===== src/sv/rtscan_pkg.sv =====
// shared types, constants and helpers for the resonance transition scan
`timescale 1ns / 1ps
package rtscan_pkg;

  localparam int unsigned LevelsDefault = 8;
  localparam int unsigned DataW = 32;
  localparam int unsigned CfgIdxW = 2;
  localparam int unsigned InTdataW = 96;
  localparam int unsigned OutTdataW = 200;
  localparam int unsigned DivQuotW = 33;

  localparam logic [1:0] StatusTransition = 2'd0;
  localparam logic [1:0] StatusNone = 2'd1;
  localparam logic [1:0] StatusTooMany = 2'd2;

  localparam logic [CfgIdxW-1:0] RegDriveFrequency = 2'd0;
  localparam logic [CfgIdxW-1:0] RegPopThreshold = 2'd1;
  localparam logic [CfgIdxW-1:0] RegSlopeMinimum = 2'd2;
  localparam logic [CfgIdxW-1:0] RegRecipMaximum = 2'd3;

  typedef enum logic [3:0] {
    S_IDLE,
    S_RD_M,
    S_RD_N,
    S_DIFF,
    S_TEST,
    S_DIV,
    S_MUL,
    S_SCALE,
    S_EMIT,
    S_NEXT,
    S_FINISH,
    S_FLAG
  } scan_state_e;

  typedef struct packed {
    logic        start;
    logic [31:0] divisor;
  } div_req_t;

  typedef struct packed {
    logic                done;
    logic [DivQuotW-1:0] quot;
  } div_rsp_t;

  typedef struct packed {
    logic [1:0]  status;
    logic [3:0]  lower_index;
    logic [3:0]  upper_index;
    logic [31:0] transition_frequency;
    logic [31:0] detuning;
    logic [31:0] population_gap;
    logic [30:0] slope_gap;
    logic [30:0] slope_reciprocal;
    logic [31:0] field_detuning;
    logic        run_end;
  } scan_res_t;

  function automatic logic [31:0] sat32(input logic signed [33:0] v);
    logic [31:0] r;
    if (v > 34'sh0_7FFF_FFFF) begin
      r = 32'h7FFF_FFFF;
    end else if (v < -34'sh0_8000_0000) begin
      r = 32'h8000_0000;
    end else begin
      r = v[31:0];
    end
    return r;
  endfunction

  function automatic scan_res_t flag_res(input logic [1:0] st);
    scan_res_t r;
    r = '0;
    r.status = st;
    r.run_end = 1'b1;
    return r;
  endfunction

endpackage


===== src/sv/rtscan_div.sv =====
// restoring divider computing 2^32 over a 32 bit divisor, one quotient bit per cycle
`timescale 1ns / 1ps
module rtscan_div
  import rtscan_pkg::*;
(
  input  logic     clk_i,
  input  logic     rst_ni,
  input  div_req_t req_i,
  output div_rsp_t rsp_o
);

  logic [31:0]         rem_q, rem_d;
  logic [DivQuotW-1:0] quot_q, quot_d;
  logic [31:0]         dvs_q, dvs_d;
  logic [5:0]          cnt_q, cnt_d;
  logic                busy_q, busy_d;
  logic                done_q, done_d;
  logic [32:0]         trial;
  logic                take;

  always_comb begin
    trial = {rem_q, (cnt_q == 6'd32)};
    take = trial >= {1'b0, dvs_q};
    rem_d = rem_q;
    quot_d = quot_q;
    dvs_d = dvs_q;
    cnt_d = cnt_q;
    busy_d = busy_q;
    done_d = 1'b0;
    if (req_i.start) begin
      rem_d = '0;
      quot_d = '0;
      dvs_d = req_i.divisor;
      cnt_d = 6'd32;
      busy_d = 1'b1;
    end else if (busy_q) begin
      rem_d = take ? 32'(trial - {1'b0, dvs_q}) : trial[31:0];
      quot_d = {quot_q[DivQuotW-2:0], take};
      cnt_d = cnt_q - 6'd1;
      if (cnt_q == 6'd0) begin
        busy_d = 1'b0;
        done_d = 1'b1;
      end
    end
  end

  always_ff @(posedge clk_i or negedge rst_ni) begin
    if (!rst_ni) begin
      busy_q <= 1'b0;
      done_q <= 1'b0;
      cnt_q <= '0;
    end else begin
      busy_q <= busy_d;
      done_q <= done_d;
      cnt_q <= cnt_d;
    end
  end

  always_ff @(posedge clk_i) begin
    rem_q <= rem_d;
    quot_q <= quot_d;
    dvs_q <= dvs_d;
  end

  assign rsp_o.done = done_q;
  assign rsp_o.quot = quot_q;

endmodule


===== config.mk =====
export PLATFORM = sky130hd
export DESIGN_NAME = rtscan_div
export DESIGN_NICKNAME = d
export VERILOG_FILES = /design/src/sv/rtscan_pkg.sv /design/src/sv/rtscan_div.sv
export SDC_FILE = /design/constraint.sdc
export NUM_CORES = 1
export LEC_CHECK = 0
export BUFFER_PORTS_ARGS = -buffer_cell sky130_fd_sc_hd__buf_2
export CORE_MARGIN = 2
export CORE_UTILIZATION = 30
export CTS_CLUSTER_SIZE = 14
export DETAILED_ROUTE_END_ITERATION = 8
export PLACE_DENSITY_LB_ADDON = 0.15
export SYNTH_ARGS = -nofsm -noshare
export SYNTH_HDL_FRONTEND = slang
export SYNTH_SLANG_ARGS = --single-unit
export TNS_END_PERCENT = 10

===== constraint.sdc =====
create_clock -name clk_i -period 9.4 [get_ports clk_i]
set_input_delay 0.47 -clock clk_i [delete_from_list [all_inputs] [get_ports clk_i]]
set_output_delay 0.47 -clock clk_i [all_outputs]
set_load 0.05 [all_outputs]

==> summary.txt <==
Synthesis
  • Yosys reg bits: 105
  • Mapped Cells: 617
  • Synth Area in Adders: 7.73%
  • Simple-gate share of the synthesized area: 13.0%
  • Yosys top cell area share: 22.6%
  • Syn Area/Cell: 9.34 µm²
  • XOR/XNOR Fraction of Synth Area: 4.26%
  • Synth warn: 0
  • Area contributors post-synth: dfxtp_1 23%, edfxtp_1 17%, mux2i_1 8.0%
  • Multiplexer share of the synthesized area: 9.36%
  • Compound-Gate Fraction of Synth Area: 17.4%
  • Post-synthesis cell area: 5760 µm²
  • Most area-hungry cell type in the Yosys netlist: dfxtp_1
  • Post-synth cell types: 56
  • Post-synth EDFFs: 32
  • Combinational family with the most area after synthesis: compound AO/OA/AOI/OAI gates
  • Post-synthesis sequential area ratio: 42.7%
  • Syn Nets: 687
  • Async SR Flop Fraction: 7.62%
  • Top_reg_cell synth: dfxtp_1

Power and ir drop
  • VDD IR max: 0.0000852 V
  • PwrDens: 222 nW/µm²
  • Total Power: 1470 µW
  • LEAKAGE: 0.00309 µW

Detailed routing
  • Initial DRC Count: 276
  • Drt drc: 0
  • Drt pass-1 iters: 5
  • Post-route ant nets: 0
  • Post-Route WL: 13,000 µm
  • Vias per cell: 4.94
  • Routed via count: 4,465
  • Routed length per instance: 14.4 µm

STA
  • Hold Violations, Final: 0
  • Slew margin rel.: 31.9%
  • Fin Setup TNS: 0 ns
  • Fin crit share: 39.5%
  • F_max: 269 MHz
  • Worst Tran Pin Value: 1.02 ns
  • Unrepaired setup endpoints after global routing: false
  • Setup violations, final: 0
  • Min Tclk post-route: 3.71 ns
  • Clk_skew: 0.0105 ns
  • Final Max Tran Viols: 0

Die
  • Die Footprint: 20,300 µm²
  • Boundary Pins: 69
  • Core area: 18,800 µm²
  • Die W: 143 µm
  • Row count: 50
  • Die height: 143 µm
  • Initial Util: 30.7%

Setup path
  • Worst R2R Path Depth: 15
  • Delay-heaviest family, CP: compound AO/OA/AOI/OAI gates
  • CP Cell Sequence: inv_1 -> ha_1 -> nand4b_1 -> ha_1 -> inv_1 -> fa_1 -> a21oi_1 -> o22ai_2 -> a31oi_1 -> o21a_1 -> nor3_1 -> or2_1 -> o211ai_1 -> mux2_2 -> a211oi_1
  • Reg2reg end: rem_q[30]
  • Worst EP required: 9.68 ns
  • FF-to-FF setup slack: 5.69 ns
  • Crit path max-delay cell type: a31oi_1
  • Reg-to-reg startpoint: cnt_q[0]
  • Crit end category: flop
  • Worst path buffer plus inverter count: 2
  • Type of origin of the critical path: flop
  • CP Max Fanout: 5
  • CP Class: flop to flop
  • CP arrival: 3.99 ns
  • Critical Path Max Stage Delay: 0.47 ns

Placement
  • Post-DP HPWL: 9110 µm
  • Placed Instances: 887
  • Input/output buffers: 68
  • RD Place Congestion: 0.895

Clock tree
  • Bufs on Longest Clock Path: 2
  • CTS tree: yes
  • Sink Count: 105
  • CTS clock-pin slew for the worst setup and hold paths: 0.09 ns
  • H-tree depth: 3
  • Root buf cell: clkbuf_16
  • Post-CTS Setup Repair Bufs: 0
  • Skew-Pair Late Insertion Delay: 0.36 ns
  • CTS Buf Count: 9

Worst hold path
  • Min-delay worst type: input port to flop
  • WHS Endpoint: dvs_q[27]
  • Hold Crit Depth: 1
  • Hold wc startpoint: req_i[27]

Global routing
  • Largest net degree at the start of global routing: 68
  • Initial antenna violation count: 0
  • Total global-route track usage: 13.4%
  • First-pass GRT wire length: 22,000 µm
  • Vias in the first global route: 4,481
  • Grt total ovfl: 0

Finish
  • Antenna cells: 0
  • Area growth from synthesis to layout: 14.9%
  • Most frequent cells in the layout: 89 x nor2_1, 67 x buf_2, 65 x dfxtp_1, 46 x inv_1, 46 x mux2i_1
  • Layout Cells excl Fill: 904
  • Commonest non-fill, non-tap cell in the layout: nor2_1
  • Share of cells above drive strength 1: 15.5%
  • NumNets Final: 735

Run
  • Max-cap viol count: 0

Outcome
  • Status: complete, no violations
per-stage QoR:
stage | area, µm² | worst slack [ns] | util (%) | hold WS [ns]
floorplan | 5760 | 6.15 | - | 0.174
global placement | 6280 | 5.79 | 33.5 | 0.327
detailed placement | 6280 | 5.68 | 33.5 | 0.328
CTS | 6620 | 5.65 | 35.3 | 0.259
global route | 6620 | 5.32 | 35.3 | 0.257
finish | 6620 | 5.69 | 35.3 | 0.273
worst reg2reg max path, stage by stage (launching register included):
cell	delay, ns
dfrtp_1	0.39
inv_1	0.07
ha_1	0.21
nand4b_1	0.12
ha_1	0.18
inv_1	0.06
fa_1	0.40
a21oi_1	0.26
o22ai_2	0.13
a31oi_1	0.47
o21a_1	0.22
nor3_1	0.09
or2_1	0.28
o211ai_1	0.20
mux2_2	0.35
a211oi_1	0.21
final cells by class:
type | count | area [µm²]
clock buffer | 9 | 225
clock inverter | 7 | 101
fill | 1966 | 12200
inverter | 46 | 173
multi-input combinational | 431 | 2980
sequential | 105 | 2470
tap | 234 | 293
timing repair buffer | 72 | 375
synth_stat cells, drive strengths merged (10+ instances only):
| master | count |
|---|---|
| nand2 | 40 |
| inv | 46 |
| a21o | 14 |
| nor2 | 90 |
| ha | 34 |
| xnor2 | 18 |
| a211oi | 22 |
| a21oi | 35 |
| clkbuf | 26 |
| o21ai | 28 |
| edfxtp | 32 |
| a311oi | 11 |
| dfxtp | 65 |
| xor2 | 10 |
| mux2i | 46 |
flip-flops by register name, indices dropped and copies added (netlist names):
register and cells:
rem_q 32, dvs_q 32, busy_q 1, done_q 1, quot_q 33, cnt_q 6
kinds of logic (layout without fill, tap and decap cells):
kind of cell,count (synthesis),in the layout
compound gates,144,144
mux,53,53
xor+xnor,28,28
fa+ha+maj,35,35
simple gates,171,171
flops,105,105
buf+inv,81,134
routing by layer:
| layer | share of wire [%] | GRT usage (%) | routed length (µm) |
|---|---|---|---|
| met1 | 47 | 16.7 | 6100 |
| met2 | 47 | 22.5 | 6150 |
| met3 | 4.7 | 3.57 | 613 |
| met4 | 1.3 | 4.43 | 169 |
| met5 | 0 | 0 | 0 |
what timing repair did:
item / CTS / global route
resized for setup: 0 / 0
hold endpoints to repair: 8 / 0
hold buffers: 1 / 0
where the power goes:
group | total, µW | internal [µW] | switching [µW] | leakage, µW
Sequential | 568 | 522 | 46.6 | 0.000935
Combinational | 491 | 205 | 287 | 0.00200
Clock | 407 | 199 | 208 | 0.000157
worst max path at each step:
stage	startpoint	end	slack (ns)	depth (start not counted)
final	cnt_q[0]	rem_q[30]	5.69	15
after global routing	cnt_q[0]	rem_q[30]	5.32	15
after CTS	cnt_q[0]	rem_q[30]	5.65	15
after detailed placement	cnt_q[0]	rem_q[30]	5.68	15
after global placement	cnt_q[0]	rem_q[28]	5.79	15
after floorplan	cnt_q[0]	rem_q[28]	6.15	15
No activity file was read; power rests on OpenSTA's default activity.
